## config.mk

```make
export PLATFORM = sky130hd
export DESIGN_NAME = ring_fifo_with_overwrite_core
export DESIGN_NICKNAME = d
export VERILOG_FILES = /design/src/hw/rtl/rfo_pkg.sv /design/src/hw/rtl/rfo_cell.sv /design/src/hw/rtl/ring_fifo_with_overwrite_core.sv
export SDC_FILE = /design/constraint.sdc
export NUM_CORES = 1
export LEC_CHECK = 0
export ABC_AREA = 1
export BUFFER_PORTS_ARGS = -buffer_cell sky130_fd_sc_hd__clkbuf_2
export CORE_MARGIN = 2
export CORE_UTILIZATION = 45
export DETAILED_ROUTE_END_ITERATION = 10
export PLACE_DENSITY = 0.67
export SLEW_MARGIN = 10
export SYNTH_ARGS = -nofsm -noshare
export SYNTH_HDL_FRONTEND = slang
export SYNTH_SLANG_ARGS = --single-unit
export TNS_END_PERCENT = 10
```

## constraint.sdc

```tcl
create_clock -name clk -period 5.55 [get_ports clk]
set_input_delay 0.2775 -clock clk [delete_from_list [all_inputs] [get_ports clk]]
set_output_delay 0.2775 -clock clk [all_outputs]
set_load 0.05 [all_outputs]
```

## src/hw/rtl/rfo_pkg.sv

```systemverilog
// Shared constants and types for the ring FIFO with overwrite.
`timescale 1ns / 1ps
`default_nettype none

package rfo_pkg;

    // Fixed field widths of the stream words.
    localparam int MODE_W  = 2;
    localparam int VALUE_W = 32;
    localparam int STAT_W  = 2;
    localparam int OCC_W   = 5;
    localparam int CAP_W   = 5;

    // Operation codes carried in s_tuser.
    localparam logic [MODE_W-1:0] OP_ENQ   = 2'd0;
    localparam logic [MODE_W-1:0] OP_DEQ   = 2'd1;
    localparam logic [MODE_W-1:0] OP_QUERY = 2'd2;

    // Result status codes.
    localparam logic [STAT_W-1:0] ST_OK    = 2'd0;
    localparam logic [STAT_W-1:0] ST_FULL  = 2'd1;
    localparam logic [STAT_W-1:0] ST_EMPTY = 2'd2;

    // Configuration register indexes.
    localparam logic CFG_OVERWRITE_MODE = 1'b0;
    localparam logic CFG_CAPACITY       = 1'b1;

    // Per-cell control from the sequencer.
    typedef struct packed {
        logic shift;
        logic load;
    } rfo_cell_ctrl_t;

endpackage

`default_nettype wire

```

## src/hw/rtl/rfo_cell.sv

```systemverilog
// One storage cell of the FIFO chain: loads a new word or takes its neighbor's word.
`timescale 1ns / 1ps
`default_nettype none

module rfo_cell #(
    parameter int WORD_BITS = 32
) (
    input  wire                         clk,
    input  rfo_pkg::rfo_cell_ctrl_t     ctrl,
    input  wire [WORD_BITS-1:0]         load_data,
    input  wire [WORD_BITS-1:0]         shift_data,
    output logic [WORD_BITS-1:0]        data
);
    import rfo_pkg::*;

    logic [WORD_BITS-1:0] data_reg;
    logic [WORD_BITS-1:0] data_next;

    // A load wins over a shift so the newest word can enter the tail cell
    // in the same cycle as the chain moves up on an eviction.
    always_comb
    begin
        data_next = data_reg;
        if (ctrl.load)
        begin
            data_next = load_data;
        end
        else if (ctrl.shift)
        begin
            data_next = shift_data;
        end
    end

    always_ff @(posedge clk)
    begin
        data_reg <= data_next;
    end

    assign data = data_reg;

endmodule

`default_nettype wire

```

## src/hw/rtl/ring_fifo_with_overwrite_core.sv

```systemverilog
// Top level of the ring FIFO with overwrite: control, cell chain and result register.
//
// Usage: operations arrive on the s_ stream; s_tuser selects enqueue, dequeue
// or occupancy query and s_tdata carries the word to enqueue. Every operation
// gives exactly one result word on the m_ stream: status and eviction flag in
// m_tuser, dequeued word, evicted word and occupancy in m_tdata.
// The queue is a chain of cells, the head cell holding the oldest word. A
// dequeue or an eviction moves the whole chain up by one cell, while an
// enqueue loads the cell at the fill count (or the last cell in use when the
// full ring evicts). Each operation is done in the cycle it is accepted; its
// result is valid in the output register from the next cycle on. One operation
// per cycle is sustained while m_tready is high. When the receiver stalls, the
// result waits and s_tready drops until it is taken. Reset empties the queue,
// selects fixed mode and a capacity of 16 (limited to DEPTH). Writing the
// capacity register clamps it to 1..DEPTH and empties the queue; the user must
// use the configuration port only while idle; the block does not enforce it.
`timescale 1ns / 1ps
`default_nettype none

module ring_fifo_with_overwrite_core #(
    parameter int DEPTH     = 16,
    parameter int WORD_BITS = 32
) (
    input  wire                             clk,
    input  wire                             rst_n,
    // Configuration write port.
    input  wire                             cfg_we,
    input  wire                             cfg_index,
    input  wire [rfo_pkg::CAP_W-1:0]        cfg_data,
    // Operation stream.
    input  wire                             s_tvalid,
    output logic                            s_tready,
    input  wire [31:0]                      s_tdata,  // [31:0] entry_value
    input  wire [1:0]                       s_tuser,  // [1:0] mode
    // Result stream.
    output logic                            m_tvalid,
    input  wire                             m_tready,
    // [31:0] entry_out, [63:32] evicted_value, [68:64] occupancy, [71:69] zero
    output logic [71:0]                     m_tdata,
    // [1:0] status, [2] evicted_valid
    output logic [2:0]                      m_tuser
);
    import rfo_pkg::*;

    localparam int CNT_W = $clog2(DEPTH + 1);
    localparam logic [CNT_W-1:0] CAP_RESET = CNT_W'((16 > DEPTH) ? DEPTH : 16);

    logic                   overwrite_reg;
    logic [CNT_W-1:0]       cap_reg;
    logic [CNT_W-1:0]       cap_next;
    logic [CNT_W-1:0]       count_reg;
    logic [CNT_W-1:0]       count_next;

    logic                   out_valid_reg;
    logic [STAT_W-1:0]      status_reg;
    logic [STAT_W-1:0]      status_next;
    logic [VALUE_W-1:0]     entry_out_reg;
    logic [VALUE_W-1:0]     entry_out_next;
    logic                   ev_valid_reg;
    logic                   ev_valid_next;
    logic [VALUE_W-1:0]     ev_value_reg;
    logic [VALUE_W-1:0]     ev_value_next;
    logic [OCC_W-1:0]       occ_reg;

    logic                   accept;
    logic                   full;
    logic                   do_shift;
    logic                   load_at_count;
    logic                   load_at_tail;
    logic [WORD_BITS-1:0]   in_word;
    logic [WORD_BITS-1:0]   cell_data [DEPTH];
    rfo_cell_ctrl_t         cell_ctrl [DEPTH];

    assign s_tready = !out_valid_reg || m_tready;
    assign accept   = s_tvalid && s_tready;
    assign full     = (count_reg >= cap_reg);
    assign in_word  = WORD_BITS'(s_tdata);

    // Clamp a capacity write into 1..DEPTH.
    always_comb
    begin
        if (cfg_data == '0)
        begin
            cap_next = CNT_W'(1);
        end
        else if (int'(cfg_data) > DEPTH)
        begin
            cap_next = CNT_W'(DEPTH);
        end
        else
        begin
            cap_next = CNT_W'(cfg_data);
        end
    end

    // Operation decode.
    always_comb
    begin
        count_next     = count_reg;
        status_next    = ST_OK;
        entry_out_next = '0;
        ev_valid_next  = 1'b0;
        ev_value_next  = '0;
        do_shift       = 1'b0;
        load_at_count  = 1'b0;
        load_at_tail   = 1'b0;
        if (accept)
        begin
            case (s_tuser)
                OP_ENQ:
                begin
                    if (!full)
                    begin
                        load_at_count = 1'b1;
                        count_next    = count_reg + CNT_W'(1);
                    end
                    else if (!overwrite_reg)
                    begin
                        status_next = ST_FULL;
                    end
                    else
                    begin
                        ev_valid_next = 1'b1;
                        ev_value_next = VALUE_W'(cell_data[0]);
                        do_shift      = 1'b1;
                        load_at_tail  = 1'b1;
                    end
                end
                OP_DEQ:
                begin
                    if (count_reg == '0)
                    begin
                        status_next = ST_EMPTY;
                    end
                    else
                    begin
                        entry_out_next = VALUE_W'(cell_data[0]);
                        do_shift       = 1'b1;
                        count_next     = count_reg - CNT_W'(1);
                    end
                end
                default:
                begin
                    // Query and the unused code change nothing.
                    status_next = ST_OK;
                end
            endcase
        end
    end

    // Cell chain: each cell takes its upper neighbor's word on a shift.
    genvar gi;
    generate
        for (gi = 0; gi < DEPTH; gi++)
        begin : g_cell
            logic [WORD_BITS-1:0] upper;

            if (gi == DEPTH - 1)
            begin : g_last
                assign upper = '0;
            end
            else
            begin : g_mid
                assign upper = cell_data[gi+1];
            end

            assign cell_ctrl[gi].shift = do_shift;
            assign cell_ctrl[gi].load  =
                (load_at_count && (count_reg == CNT_W'(gi))) ||
                (load_at_tail && (cap_reg - CNT_W'(1) == CNT_W'(gi)));

            rfo_cell #(
                .WORD_BITS(WORD_BITS)
            ) u_cell (
                .clk        (clk),
                .ctrl       (cell_ctrl[gi]),
                .load_data  (in_word),
                .shift_data (upper),
                .data       (cell_data[gi])
            );
        end
    endgenerate

    // Control registers.
    always_ff @(posedge clk or negedge rst_n)
    begin
        if (!rst_n)
        begin
            overwrite_reg <= 1'b0;
            cap_reg       <= CAP_RESET;
            count_reg     <= '0;
            out_valid_reg <= 1'b0;
        end
        else
        begin
            if (cfg_we && (cfg_index == CFG_OVERWRITE_MODE))
            begin
                overwrite_reg <= cfg_data[0];
            end
            if (cfg_we && (cfg_index == CFG_CAPACITY))
            begin
                cap_reg   <= cap_next;
                count_reg <= '0;
            end
            else
            begin
                count_reg <= count_next;
            end
            if (accept)
            begin
                out_valid_reg <= 1'b1;
            end
            else if (m_tready)
            begin
                out_valid_reg <= 1'b0;
            end
        end
    end

    // Result payload register.
    always_ff @(posedge clk)
    begin
        if (accept)
        begin
            status_reg    <= status_next;
            entry_out_reg <= entry_out_next;
            ev_valid_reg  <= ev_valid_next;
            ev_value_reg  <= ev_value_next;
            occ_reg       <= OCC_W'(count_next);
        end
    end

    assign m_tvalid = out_valid_reg;
    assign m_tdata  = {3'b000, occ_reg, ev_value_reg, entry_out_reg};
    assign m_tuser  = {ev_valid_reg, status_reg};

    // The fill count never passes the capacity in use.
    a_count_bound: assert property (@(posedge clk) disable iff (!rst_n)
        count_reg <= cap_reg)
        else $error("fill count above capacity");

    // An eviction only happens on a successful enqueue into a full ring.
    a_evict_full: assert property (@(posedge clk) disable iff (!rst_n)
        (m_tvalid && m_tuser[2]) |->
            (m_tuser[1:0] == ST_OK) && (m_tdata[68:64] == OCC_W'(cap_reg)))
        else $error("eviction reported without a full ring");

    // A dequeue from a nonempty queue lowers the count by one.
    a_deq_count: assert property (@(posedge clk) disable iff (!rst_n)
        (accept && (s_tuser == OP_DEQ) && (count_reg != '0) && !cfg_we) |=>
            (count_reg == $past(count_reg) - CNT_W'(1)))
        else $error("dequeue did not lower the fill count");

    // A query leaves the fill count unchanged.
    a_query_hold: assert property (@(posedge clk) disable iff (!rst_n)
        (accept && (s_tuser == OP_QUERY) && !cfg_we) |=> $stable(count_reg))
        else $error("query changed the fill count");

endmodule

`default_nettype wire
```

-- After elaboration in Yosys (flattened, before gate mapping)
Cells that the tools add are included.
- flip-flop bits (word level): 596
- bits of input ports: 45
- output and inout bits: 77
- logic and storage cells: 194
- add/subtract/negate cells: 3
- $lt $le $gt $ge: 2
- equal/unequal tests: 31
- mux-type cells: 55
- bitwise gates (word level): 2
- reductions and logical operators: 76
- operators with widths (cell ; count):
    32-bit 2-to-1 mux ; 32
    5-bit by 4-bit equality test with 1-bit output, second input constant ; 16
    5-bit by 3-bit equality test with 1-bit output, second input constant ; 8
    1-bit logical AND ; 35
    2-bit nonzero test ; 17
    5-bit 2-to-1 mux ; 6
    5-bit by 2-bit equality test with 1-bit output, second input constant ; 4
    1-bit logical OR ; 17
    5-bit zero test ; 3
    1-bit 2-to-1 mux ; 13
    5-bit by 1-bit equality test with 1-bit output, second input constant ; 2
    5-bit case mux with 2 select lines ; 1
    5-bit by 1-bit subtractor with 5-bit output, second input constant ; 2
    5-bit by 1-bit adder with 5-bit output, second input constant ; 1
    5-bit greater-or-equal comparator ; 1
    5-bit > comparator, second input constant ; 1
    2-bit case mux with 2 select lines ; 1
    3-bit AND reduction ; 1
    2-bit by 1-bit equality test with 1-bit output, second input constant ; 1
    2-bit zero test ; 1
    2-bit 2-to-1 mux ; 1
    1-bit inverter ; 2
    1-bit case mux with 2 select lines ; 1
    2-bit OR reduction ; 1
    1-bit zero test ; 1

-- Logic depth before layout (Yosys ltp)
Gate-level depths: netlist of run 1.
- depth after elaboration: 7
- depth in mapped cells: 15
- gate-level depth less buffers: 12

-- By module
A second synthesis of run 1 with hierarchy kept.
- cells, all modules: 2593
- area, all modules: 26442.9 µm²
- modules (own cells, without submodules) (module ; instances ; cells an instance ; area an instance (µm²)):
    rfo_cell ; 16 ; 137 ; 1401.3
    ring_fifo_with_overwrite_core ; 1 ; 401 ; 4021.4

-- Least setup slack after synthesis of run 1
No wires, ideal clock.
- path kind: register -> register
- from: reg out_valid_reg (netlist: m_tvalid)
- to: reg g_cell[7].u_cell.data_reg[0], enable pin
- setup time: 0.394 ns
- data arrival time: 3.267 ns
- data required time: 5.156 ns
- setup slack: 1.889 ns
- cell stages (with the launch flop): 8
- buffers on the path: 2
- path through: dfrtp_1 -> nand2_1 -> nand2_1 -> inv_2 -> buf_6 -> nand4_2 -> buf_2 -> nand3_1
- cells in the longest elaborated chain, start to end: 7
- elaborated cells on any way between the ends: 10
- ends and longest elaborated chain (element ; RTL line ; text):
    from (decl) ; ring_fifo_with_overwrite_core.sv:54 ; logic out_valid_reg;
    from (signal assigned) ; ring_fifo_with_overwrite_core.sv:192 ; out_valid_reg <= 1'b0;
    from (signal assigned) ; ring_fifo_with_overwrite_core.sv:211 ; out_valid_reg <= 1'b1;
    from (signal assigned) ; ring_fifo_with_overwrite_core.sv:215 ; out_valid_reg <= 1'b0;
    1-bit zero test * ; ring_fifo_with_overwrite_core.sv:74 ; assign s_tready = !out_valid_reg || m_tready;
    1-bit logical OR * ; ring_fifo_with_overwrite_core.sv:74 ;
    via s_tready ; ring_fifo_with_overwrite_core.sv:32 ; output logic s_tready,
    1-bit logical AND * ; ring_fifo_with_overwrite_core.sv:75 ; assign accept = s_tvalid && s_tready;
    via accept ; ring_fifo_with_overwrite_core.sv:65 ; logic accept;
    1-bit 2-to-1 mux ; ring_fifo_with_overwrite_core.sv:107 ; if (accept)
    1-bit logical AND (on tied branches) ; ring_fifo_with_overwrite_core.sv:169, ring_fifo_with_overwrite_core.sv:170 ;
    1-bit logical OR ; ring_fifo_with_overwrite_core.sv:169 ; (load_at_count && (count_reg == CNT_W'(gi))) ||
    2-bit nonzero test (no source line) * ; - ;
    to (signal assigned) ; rfo_cell.sv:36 ; data_reg <= data_next;
    to (decl) ; rfo_cell.sv:16 ; logic [WORD_BITS-1:0] data_reg;
Mark *: on every way through the listed nets, which the timed path passes. The rest lies on a longest branch.
A chain may end at the register's enable or synchronous reset.

-- Worst setup path in the final report of run 1
- from: reg cap_reg[4]
- to: reg g_cell[12].u_cell.data_reg[23], data pin
- cells in the longest elaborated chain, start to end: 7
- elaborated cells on any way between the ends: 13
- ends and longest elaborated chain (element ; RTL line ; text):
    from (decl) ; ring_fifo_with_overwrite_core.sv:49 ; logic [CNT_W-1:0] cap_reg;
    from (signal assigned) ; ring_fifo_with_overwrite_core.sv:202 ; cap_reg <= cap_next;
    5-bit greater-or-equal comparator ; ring_fifo_with_overwrite_core.sv:76 ; assign full = (count_reg >= cap_reg);
    1-bit 2-to-1 mux ; ring_fifo_with_overwrite_core.sv:112 ; if (!full)
    1-bit 2-to-1 mux (on tied branches) ; - ;
    1-bit 2-to-1 mux ; ring_fifo_with_overwrite_core.sv:107 ;
    1-bit logical AND (on tied branches) ; ring_fifo_with_overwrite_core.sv:169, ring_fifo_with_overwrite_core.sv:170 ;
    1-bit logical OR * ; ring_fifo_with_overwrite_core.sv:169 ;
    32-bit 2-to-1 mux * ; rfo_cell.sv:24 ; if (ctrl.load)
    via g_cell[12].u_cell.data_next[23] ; rfo_cell.sv:17 ; logic [WORD_BITS-1:0] data_next;
    to (signal assigned) ; rfo_cell.sv:36 ;
    to (decl) ; rfo_cell.sv:16 ;
Marked as above.

==> results of run 1 <==
## worst max-delay path, stage by stage (launching register included)
cell and delay, ns:
dfstp_2 0.54, clkinv_1 0.20, ha_1 0.40, nand2_1 0.11
inv_2 0.03, nand2_1 0.11, nand4_2 0.16, nor2_2 0.74
nand2_1 0.95, nand2_2 0.84, nand2_1 0.12, nand2_1 0.10
## power groups by stage
stage                     sequential [mW]  combinational [mW]  clock (mW)
final                                5.34               0.893        4.07
after global routing                 5.36               0.986        4.31
after CTS                            5.34               0.897        4.14
after detailed placement             5.43               0.886           0
after global placement               5.43               0.874           0
after floorplan                      5.53               0.534           0
## Yosys cell counts, types with 5 or more instances
library cell and instances:
nor2_1 130, buf_4 37, nand4_4 7, buf_2 57, edfxtp_1 584, o21ai_0 5
buf_1 24, nand2_2 12, ha_1 11, nand4_1 16, a21oi_1 7, dfrtp_1 11
inv_1 101, nor3_1 7, clkbuf_1 106, nand3_1 520, nand2_1 1014
## kinds of logic (layout without fill, tap and decap cells)
| family | after synthesis | after routing |
|---|---|---|
| other cells | 1 | 3 |
| flops | 596 | 596 |
| buf+inv | 331 | 384 |
| compound gates | 20 | 20 |
| fa+ha+maj | 11 | 11 |
| simple gates | 1721 | 1721 |
| xor+xnor | 3 | 3 |
## cells in the final DEF, fill, tap and decap left out, types with 7 or more instances in the layout
cell           netlist  layout
clkinv_1             2      17
dlygate4sd3_1        0      11
nand4_4              7       7
buf_4               37      32
nand2_1           1014    1012
nor2_1             130     130
clkbuf_16            0      69
nor3_1               7       7
nand2_2             12      14
clkinv_2             0       8
ha_1                11      11
inv_1              101     101
edfxtp_1           584     584
nand3_1            520     520
clkbuf_1           106      19
clkbuf_2             0     118
nand4_1             16      16
a21oi_1              7       7
dfrtp_1             11      11
## cell type report
| type | count | area [sq um] |
|---|---|---|
| fill | 5209 | 29300 |
| sequential | 596 | 17800 |
| multi-input combinational | 1758 | 7710 |
| clock buffer | 88 | 1800 |
| tap | 773 | 967 |
| timing repair buffer | 161 | 941 |
| inverter | 105 | 395 |
| clock inverter | 30 | 209 |
## per-stage QoR
step / worst slack, ns / area [sq um]
global route: 0.589 / 29900
detailed placement: 1.18 / 27700
CTS: 1.18 / 29800
floorplan: 1.89 / 27000
finish: 1.09 / 29900
global placement: 1.28 / 27700
## path summary, 6_finish.rpt
check,startpoint,end,slack (ns),depth (start not counted)
worst min-delay path,s_tvalid,m_tvalid,0.05,3
worst min register to register,m_tvalid,m_tvalid,0.52,2
worst max register to register,cap_reg[4],g_cell[12].u_cell.data[23],1.09,11
min in group asynchronous,rst_n,count_reg[3],0.10,2
max in group asynchronous,rst_n,cap_reg[4],5.15,2
worst max-delay path,cap_reg[4],g_cell[12].u_cell.data[23],1.09,11
## routing by layer
layer / track usage, % / share of wire (%) / routed length (microns)
met1: 24.2 / 41 / 24900
met4: 5.96 / 2.5 / 1520
met5: 0 / 0 / 0
met3: 3.57 / 5.7 / 3490
met2: 35.6 / 51 / 30900
==> impl_metrics.env, run 1 <==
export IMPL_grt_total_usage_pct=19.8
export IMPL_routed_wirelength_microns=60800
export IMPL_initial_utilization_pct=45.7
export IMPL_max_freq_mhz=224
export IMPL_die_h_microns=249
export IMPL_areaGrowthSynthToFinish_pct=10.6
export IMPL_cts_buffers=66
export IMPL_seqPwrFrac_pct=51.8
export IMPL_synth_edff_count=584
export IMPL_ir_drop_v=0.000278
export IMPL_required_ns=6.02
export IMPL_yosys_warnings=0
export IMPL_dieArea_sq_um=62000
export IMPL_status="finished, final reports clean"
export IMPL_worst_setup_path_end_kind="flip-flop"
export IMPL_htree_levels=3
export IMPL_syn_inst=2683
export IMPL_cp_arrival_ns=4.93
export IMPL_drt_iter0_markers=1576
export IMPL_power_density_nw_per_um2=345
export IMPL_grt_pass1_wl_microns=98700
export IMPL_grt_max_degree=74
export IMPL_internal_power_mw=7.79
export IMPL_yosys_top_cells_area="edfxtp_1 65%, nand2_1 14%, nand3_1 9.6%"
export IMPL_post_place_cells=3382
export IMPL_dr_pass1_iters=5
export IMPL_final_hold_viol_count=0
export IMPL_rsz0062_at_grt="no"
export IMPL_hold_class="in2reg"
export IMPL_ys_flop_type="edfxtp_1"
export IMPL_slew_headroom_pct=17.8
export IMPL_synth_xor_area_share_pct=0.0973
export IMPL_overflow=0
export IMPL_cp_max_fo=34
export IMPL_dp_hpwl_microns=40400
export IMPL_setup_tns_ns=0
export IMPL_postSynthAreaPerCell_sq_um=10.1
export IMPL_finalPower_mw=10.3
export IMPL_yosys_area_top_type="edfxtp_1"
export IMPL_clkPwrFrac_pct=39.5
export IMPL_ys_seq_area_share_pct=66.1
export IMPL_synth_area_sq_um=27000
export IMPL_synth_compound_area_share_pct=0.431
export IMPL_final_cells=3511
export IMPL_fin_crit_sh_pct=80.3
export IMPL_p_switching_mw=2.51
export IMPL_pin_count=122
export IMPL_vias=18700
export IMPL_largest_reg_flops=512
export IMPL_grt_pass1_vias=18500
export IMPL_clk_pin_slew_worst_paths_ns=0.06
export IMPL_routabilityCongestion=0.824
export IMPL_setup_worst_path_class="reg2reg"
export IMPL_final_max_slew_viol_count=0
export IMPL_clockBufferDepth=3
export IMPL_p_comb_share_pct=8.7
export IMPL_ys_ff_latch=596
export IMPL_wire_per_inst_microns=17.3
export IMPL_synthMuxAreaShare_pct=0
export IMPL_final_core_util_pct=50.5
export IMPL_post_cts_buffers=0
export IMPL_cts_root_buf="clkbuf_16"
export IMPL_rows=89
export IMPL_synth_top_family_by_area="simple AND/OR/NAND/NOR gates"
export IMPL_synthAdderAreaFrac_pct=0.510
export IMPL_ant_nets=0
export IMPL_fin_crit_ns=4.46
export IMPL_crit_path_start_kind="flip-flop"
export IMPL_clkLatencyLatePin_ns=0.61
export IMPL_coreArea_sq_um=59100
export IMPL_synth_cell_types=35
export IMPL_maxCapViolations=0
export IMPL_n_antenna_cell=0
export IMPL_yosys_area_share_simple_pct=27.4
export IMPL_cts_tree="built"
export IMPL_async_flop_share_pct=2.01
export IMPL_nets=2744
export IMPL_synth_top_cell_area_share_pct=65.0
export IMPL_cts_resized=0
export IMPL_die_w_microns=249
export IMPL_via_per_inst=5.33
export IMPL_whs_ns=0.0522
export IMPL_drc=0
export IMPL_worstMarginPinSlew_ns=1.23
export IMPL_drive_gt1_share_pct=10.0
export IMPL_numPortBuffers=118
export IMPL_cts_sinks=596
export IMPL_antenna_found_initial=0
export IMPL_final_setup_viol_count=0
export IMPL_p_leak_nw=12.5
export IMPL_hold_buffers=11
export IMPL_p_sw_share_pct=24.4
export IMPL_finalClockSkew_ns=0.0196
No activity file was read; power rests on OpenSTA's default activity.
==> inputs of run 2 (changes only) <==
--- a/config.mk
+++ b/config.mk
@@ -5,7 +5,7 @@
 export SDC_FILE = /design/constraint.sdc
 export NUM_CORES = 1
 export LEC_CHECK = 0
-export ABC_AREA = 1
+export ABC_AREA = 0
 export BUFFER_PORTS_ARGS = -buffer_cell sky130_fd_sc_hd__clkbuf_2
 export CORE_MARGIN = 2
 export CORE_UTILIZATION = 45
==> constraint.sdc (replaced) <==
create_clock -name clk -period 4.4 [get_ports clk]
set_input_delay 0.22 -clock clk [delete_from_list [all_inputs] [get_ports clk]]
set_output_delay 0.22 -clock clk [all_outputs]
set_load 0.05 [all_outputs]
==> impl_metrics.env, run 2 <==
export IMPL_grt_pass1_wl_microns=74900
export IMPL_ys_flop_type="edfxtp_1"
export IMPL_final_hold_viol_count=0
export IMPL_p_leak_nw=10.0
export IMPL_cts_buffers=59
export IMPL_grt_pass1_vias=12900
export IMPL_nets=1625
export IMPL_synth_cell_types=52
export IMPL_clockBufferDepth=3
export IMPL_synth_area_sq_um=25600
export IMPL_synth_compound_area_share_pct=1.57
export IMPL_initial_utilization_pct=45.5
export IMPL_overflow=0
export IMPL_power_density_nw_per_um2=426
export IMPL_ys_seq_area_share_pct=69.7
export IMPL_drive_gt1_share_pct=43.5
export IMPL_synth_edff_count=584
export IMPL_max_freq_mhz=263
export IMPL_status="finished, final reports clean"
export IMPL_postSynthAreaPerCell_sq_um=17.8
export IMPL_yosys_warnings=0
export IMPL_drt_iter0_markers=659
export IMPL_largest_reg_flops=512
export IMPL_synth_xor_area_share_pct=0.0342
export IMPL_syn_inst=1442
export IMPL_clk_pin_slew_worst_paths_ns=0.06
export IMPL_cts_root_buf="clkbuf_16"
export IMPL_synth_most_common_cell="edfxtp_1"
export IMPL_final_max_slew_viol_count=0
export IMPL_post_cts_buffers=0
export IMPL_synthAdderAreaFrac_pct=0.538
export IMPL_rows=87
export IMPL_cp_arrival_ns=4.16
export IMPL_fin_crit_sh_pct=86.4
export IMPL_hold_class="in2async"
export IMPL_antenna_found_initial=0
export IMPL_cts_tree="built"
export IMPL_post_place_cells=2253
export IMPL_worst_setup_path_end_kind="flip-flop"
export IMPL_rsz0062_at_grt="no"
export IMPL_yosys_area_share_simple_pct=4.41
export IMPL_yosys_area_top_type="edfxtp_1"
export IMPL_finalClockSkew_ns=0.0150
export IMPL_routed_wirelength_microns=47300
export IMPL_synthMuxAreaShare_pct=21.6
export IMPL_layout_common_cells="584 x edfxtp_1, 409 x mux2_2, 118 x clkbuf_2"
export IMPL_fin_crit_ns=3.80
export IMPL_cp_max_fo=19
export IMPL_via_per_inst=5.24
export IMPL_synth_top_family_by_area="multiplexers"
export IMPL_setup_worst_path_class="reg2reg"
export IMPL_layout_commonest_cell="edfxtp_1"
export IMPL_die_h_microns=243
export IMPL_synthTopCellsByCount="584 x edfxtp_1, 409 x mux2_2, 100 x and2_1"
export IMPL_coreArea_sq_um=56300
export IMPL_htree_levels=2
export IMPL_wire_per_inst_microns=19.9
export IMPL_vias=12500
export IMPL_ys_ff_latch=596
export IMPL_clkLatencyLatePin_ns=0.61
export IMPL_worstMarginPinSlew_ns=1.02
export IMPL_ant_nets=0
export IMPL_final_setup_viol_count=0
export IMPL_maxCapViolations=0
export IMPL_final_cells=2375
export IMPL_ir_drop_v=0.000280
export IMPL_pin_count=122
export IMPL_grt_total_usage_pct=16.2
export IMPL_crit_path_start_kind="flip-flop"
export IMPL_synth_top_cell_area_share_pct=68.5
export IMPL_dr_pass1_iters=5
export IMPL_dp_hpwl_microns=31100
export IMPL_fill_cells=4475
export IMPL_areaGrowthSynthToFinish_pct=13.6
export IMPL_yosys_top_cells_area="edfxtp_1 69%, mux2_2 18%, and2_1 2.4%"
export IMPL_die_w_microns=243
export IMPL_drc=0
export IMPL_routabilityCongestion=0.820
export IMPL_grt_max_degree=37
export IMPL_numPortBuffers=118
export IMPL_slew_headroom_pct=31.6
export IMPL_dieArea_sq_um=58800
export IMPL_async_flop_share_pct=2.01
export IMPL_setup_tns_ns=0
export IMPL_cts_sinks=596
export IMPL_required_ns=4.76
## run 2: layer usage
metal,vias up,wire length (microns),track usage (%)
met5,-,0,0
met4,0,1180,4.58
met3,80,1870,2.77
met2,225,21900,25.6
met1,6346,22400,23.2
li1,5805,-,-
## run 2: area by class of cell
type	instances	area, sq um	share of cell area (%)
sequential	596	17800	61.3
multi-input combinational	737	7330	25.2
clock buffer	80	1610	5.52
timing repair buffer	165	1030	3.55
tap	756	946	3.25
clock inverter	30	284	0.977
inverter	10	37.5	0.129
antenna	1	2.50	0.00860
## run 2: worst paths after layout
path,from,slack [ns],to,cells after the start
worst max-delay path,count_reg[2],0.60,g_cell[2].u_cell.data[26],8
worst min-delay path,rst_n,0.04,overwrite_reg,2
worst max register to register,count_reg[2],0.60,g_cell[2].u_cell.data[26],8
worst min register to register,g_cell[15].u_cell.data[24],0.52,g_cell[14].u_cell.data[24],1
max in group asynchronous,rst_n,4.07,cap_reg[4],2
min in group clk,s_tuser[1],0.09,count_reg[3],4
## run 2: logic make-up after synthesis
kind of cell,after synthesis
DFF,596
muxes,481
and+or+nand+nor,197
buffers and inverters,111
AOI/OAI and AO/OA,44
adders and majority gates,11
other,1
xor gates and xnor gates,1
## run 2: worst max-delay path, stage by stage, from the launching register on
cell and delay (ns):
dfrtp_1 0.55, ha_1 0.38, nand2_1 0.07, o21a_1 0.21
o211ai_2 0.82, nor2_1 0.17, a2bb2oi_4 0.61, buf_4 0.36
mux2_2 0.36
## run 2: power by group
part	switching [mW]	internal [mW]	leakage, nW	total [mW]
Clock	2.06	2.84	0.919	4.90
Combinational	0.661	0.279	3.57	0.940
Sequential	0.0813	6.46	5.53	6.54
## run 2: stage by stage
step | utilization, % | hold WS (ns) | worst slack [ns] | area, sq um | power, mW
final | 51.7 | 0.0403 | 0.597 | 29100 | 12.4
after global routing | 51.7 | 0.0378 | 0.402 | 29100 | 12.8
after CTS | 51.7 | 0.0129 | 0.574 | 29100 | 12.5
after detailed placement | 48.1 | 0.128 | 0.579 | 27100 | 7.60
after global placement | 48.1 | 0.127 | 0.699 | 27100 | 7.58
after floorplan | - | -0.0756 | 0.0518 | 25600 | 7.27
## run 2: what timing repair did
action                    CTS  global route
gates resized for setup     0             0
hold endpoints to repair   21             0
hold buffers               11             0
==> inputs of run 3 (changes only) <==
--- a/config.mk
+++ b/config.mk
@@ -8,9 +8,9 @@
 export ABC_AREA = 0
 export BUFFER_PORTS_ARGS = -buffer_cell sky130_fd_sc_hd__clkbuf_2
 export CORE_MARGIN = 2
-export CORE_UTILIZATION = 45
+export CORE_UTILIZATION = 35
 export DETAILED_ROUTE_END_ITERATION = 10
-export PLACE_DENSITY = 0.67
+export PLACE_DENSITY = 0.56
 export SLEW_MARGIN = 10
 export SYNTH_ARGS = -nofsm -noshare
 export SYNTH_HDL_FRONTEND = slang
==> impl_metrics.env, run 3 (synthesis results as in run 2) <==
export IMPL_seqPwrFrac_pct=51.1
export IMPL_internal_power_mw=9.92
export IMPL_cts_root_buf="clkbuf_16"
export IMPL_cts_resized=0
export IMPL_slew_headroom_pct=34.2
export IMPL_grt_pass1_vias=13200
export IMPL_wire_per_inst_microns=18.1
export IMPL_die_w_microns=274
export IMPL_clkPwrFrac_pct=41.6
export IMPL_cts_sinks=596
export IMPL_p_comb_share_pct=7.3
export IMPL_path_delay_family="compound AO/OA/AOI/OAI gates"
export IMPL_p_sw_share_pct=22.5
export IMPL_finalClockSkew_ns=0.0158
export IMPL_grt_max_degree=46
export IMPL_final_max_slew_viol_count=0
export IMPL_worstMarginPinSlew_ns=0.984
export IMPL_routed_wirelength_microns=46800
export IMPL_via_per_inst=4.76
export IMPL_grt_pass1_wl_microns=75800
export IMPL_pin_count=122
export IMPL_dp_hpwl_microns=31000
export IMPL_drt_iter0_markers=695
export IMPL_slowest_stage="dfrtp_1"
export IMPL_clockBufferDepth=3
export IMPL_power_density_nw_per_um2=433
export IMPL_final_hold_viol_count=0
export IMPL_dieArea_sq_um=75300
export IMPL_hold_class="in2reg"
export IMPL_drc=0
export IMPL_setup_tns_ns=0
export IMPL_htree_levels=3
export IMPL_clkLatencyLatePin_ns=0.58
export IMPL_setup_worst_path_class="reg2reg"
export IMPL_rows=99
export IMPL_cp_max_fo=21
export IMPL_coreArea_sq_um=72700
export IMPL_initial_utilization_pct=35.2
export IMPL_grt_total_usage_pct=12.8
export IMPL_antenna_found_initial=5
export IMPL_layout_commonest_cell="edfxtp_1"
export IMPL_worst_setup_path_end_kind="flip-flop"
export IMPL_max_freq_mhz=276
export IMPL_fin_crit_ns=3.62
export IMPL_layout_common_cells="584 x edfxtp_1, 409 x mux2_2, 118 x clkbuf_2"
export IMPL_cp_arrival_ns=3.91
export IMPL_largest_reg_flops=512
export IMPL_fin_crit_sh_pct=82.3
export IMPL_critPathMaxStageDelay_ns=0.59
export IMPL_p_leak_nw=10.1
export IMPL_numPortBuffers=118
export IMPL_nets=1632
export IMPL_crit_chain="ha_1 -> a21oi_1 -> o21a_1 -> o21a_1 -> nand4_1 -> o22ai_4 -> nand2b_2 -> buf_12"
export IMPL_post_dp_cell_area_sq_um=27400
export IMPL_overflow=0
export IMPL_critPathBufInv=1
export IMPL_finalInstanceArea_sq_um=29600
export IMPL_cts_buffers=66
export IMPL_vias=12300
export IMPL_final_setup_viol_count=0
export IMPL_p_switching_mw=2.87
export IMPL_die_h_microns=274
export IMPL_maxCapViolations=0
export IMPL_status="finished, final reports clean"
export IMPL_ir_drop_v=0.000240
export IMPL_required_ns=4.69
export IMPL_rsz0062_at_grt="no"
export IMPL_dr_pass1_iters=5
export IMPL_post_cts_buffers=0
export IMPL_areaGrowthSynthToFinish_pct=15.5
export IMPL_routabilityCongestion=0.848
export IMPL_crit_path_start_kind="flip-flop"
export IMPL_clk_pin_slew_worst_paths_ns=0.06
export IMPL_ant_nets=0
export IMPL_cts_tree="built"
export IMPL_drive_gt1_share_pct=43.8
export IMPL_path_common_cell="o21a_1"
==> run 3: power by group through the flow <==
| stage | logic, mW | clock network, mW | registers (mW) |
|---|---|---|---|
| after floorplan | 0.475 | 0 | 6.80 |
| after global placement | 0.923 | 0 | 6.65 |
| after detailed placement | 0.927 | 0 | 6.66 |
| after CTS | 0.942 | 5.50 | 6.54 |
| after global routing | 1.01 | 5.72 | 6.56 |
| final | 0.929 | 5.33 | 6.54 |
==> run 3: metrics by stage <==
stage	worst slack, ns	std cells	total power, mW	hold slack (ns)	utilization (%)
after global placement	0.821	2458	7.57	0.136	37.6
after global routing	0.422	2586	13.3	0.0774	40.6
after CTS	0.727	2585	13.0	0.0314	40.6
after floorplan	0.0518	1444	7.27	-0.0756	-
final	0.777	2587	12.8	0.0629	40.6
after detailed placement	0.741	2458	7.58	0.141	37.6
==> run 3: per-layer routing <==
| metal | wire length [microns] | global-route usage [%] | vias to the layer above |
|---|---|---|---|
| met4 | 1180 | 5.06 | 0 |
| met5 | 0 | 0 | - |
| met1 | 22000 | 17.4 | 6207 |
| li1 | - | - | 5816 |
| met3 | 2010 | 2.41 | 82 |
| met2 | 21600 | 20.2 | 222 |
==> run 3: cell type report <==
type	instances	area (sq um)
clock inverter	29	248
tap	959	1200
fill	6428	43200
clock buffer	89	1840
sequential	596	17800
multi-input combinational	737	7330
antenna	2	5.00
inverter	10	37.5
timing repair buffer	165	1050
==> run 3: final timing paths <==
kind	endpoint	depth (start not counted)	slack, ns	start
setup / recovery	g_cell[1].u_cell.data[23]	8	0.78	count_reg[2]
hold / removal	count_reg[1]	3	0.06	cfg_we
setup reg to reg	g_cell[1].u_cell.data[23]	8	0.78	count_reg[2]
hold reg to reg	g_cell[14].u_cell.data[27]	1	0.52	g_cell[15].u_cell.data[27]
max in group asynchronous	cap_reg[4]	2	4.02	rst_n
min in group asynchronous	cap_reg[1]	2	0.08	rst_n
==> run 3: worst min-delay path: cells and delay by family <==
family / cells / cell delay (ns)
buffers and inverters: 1 / 0.10
AND/OR/NAND/NOR: 2 / 0.29
==> run 3: timing repair <==
item / 4_1_cts / 5_1_grt
endpoints found under the hold margin: 19 / 0
hold buffers: 9 / 0
endpoints found under the setup margin: 0 / 0
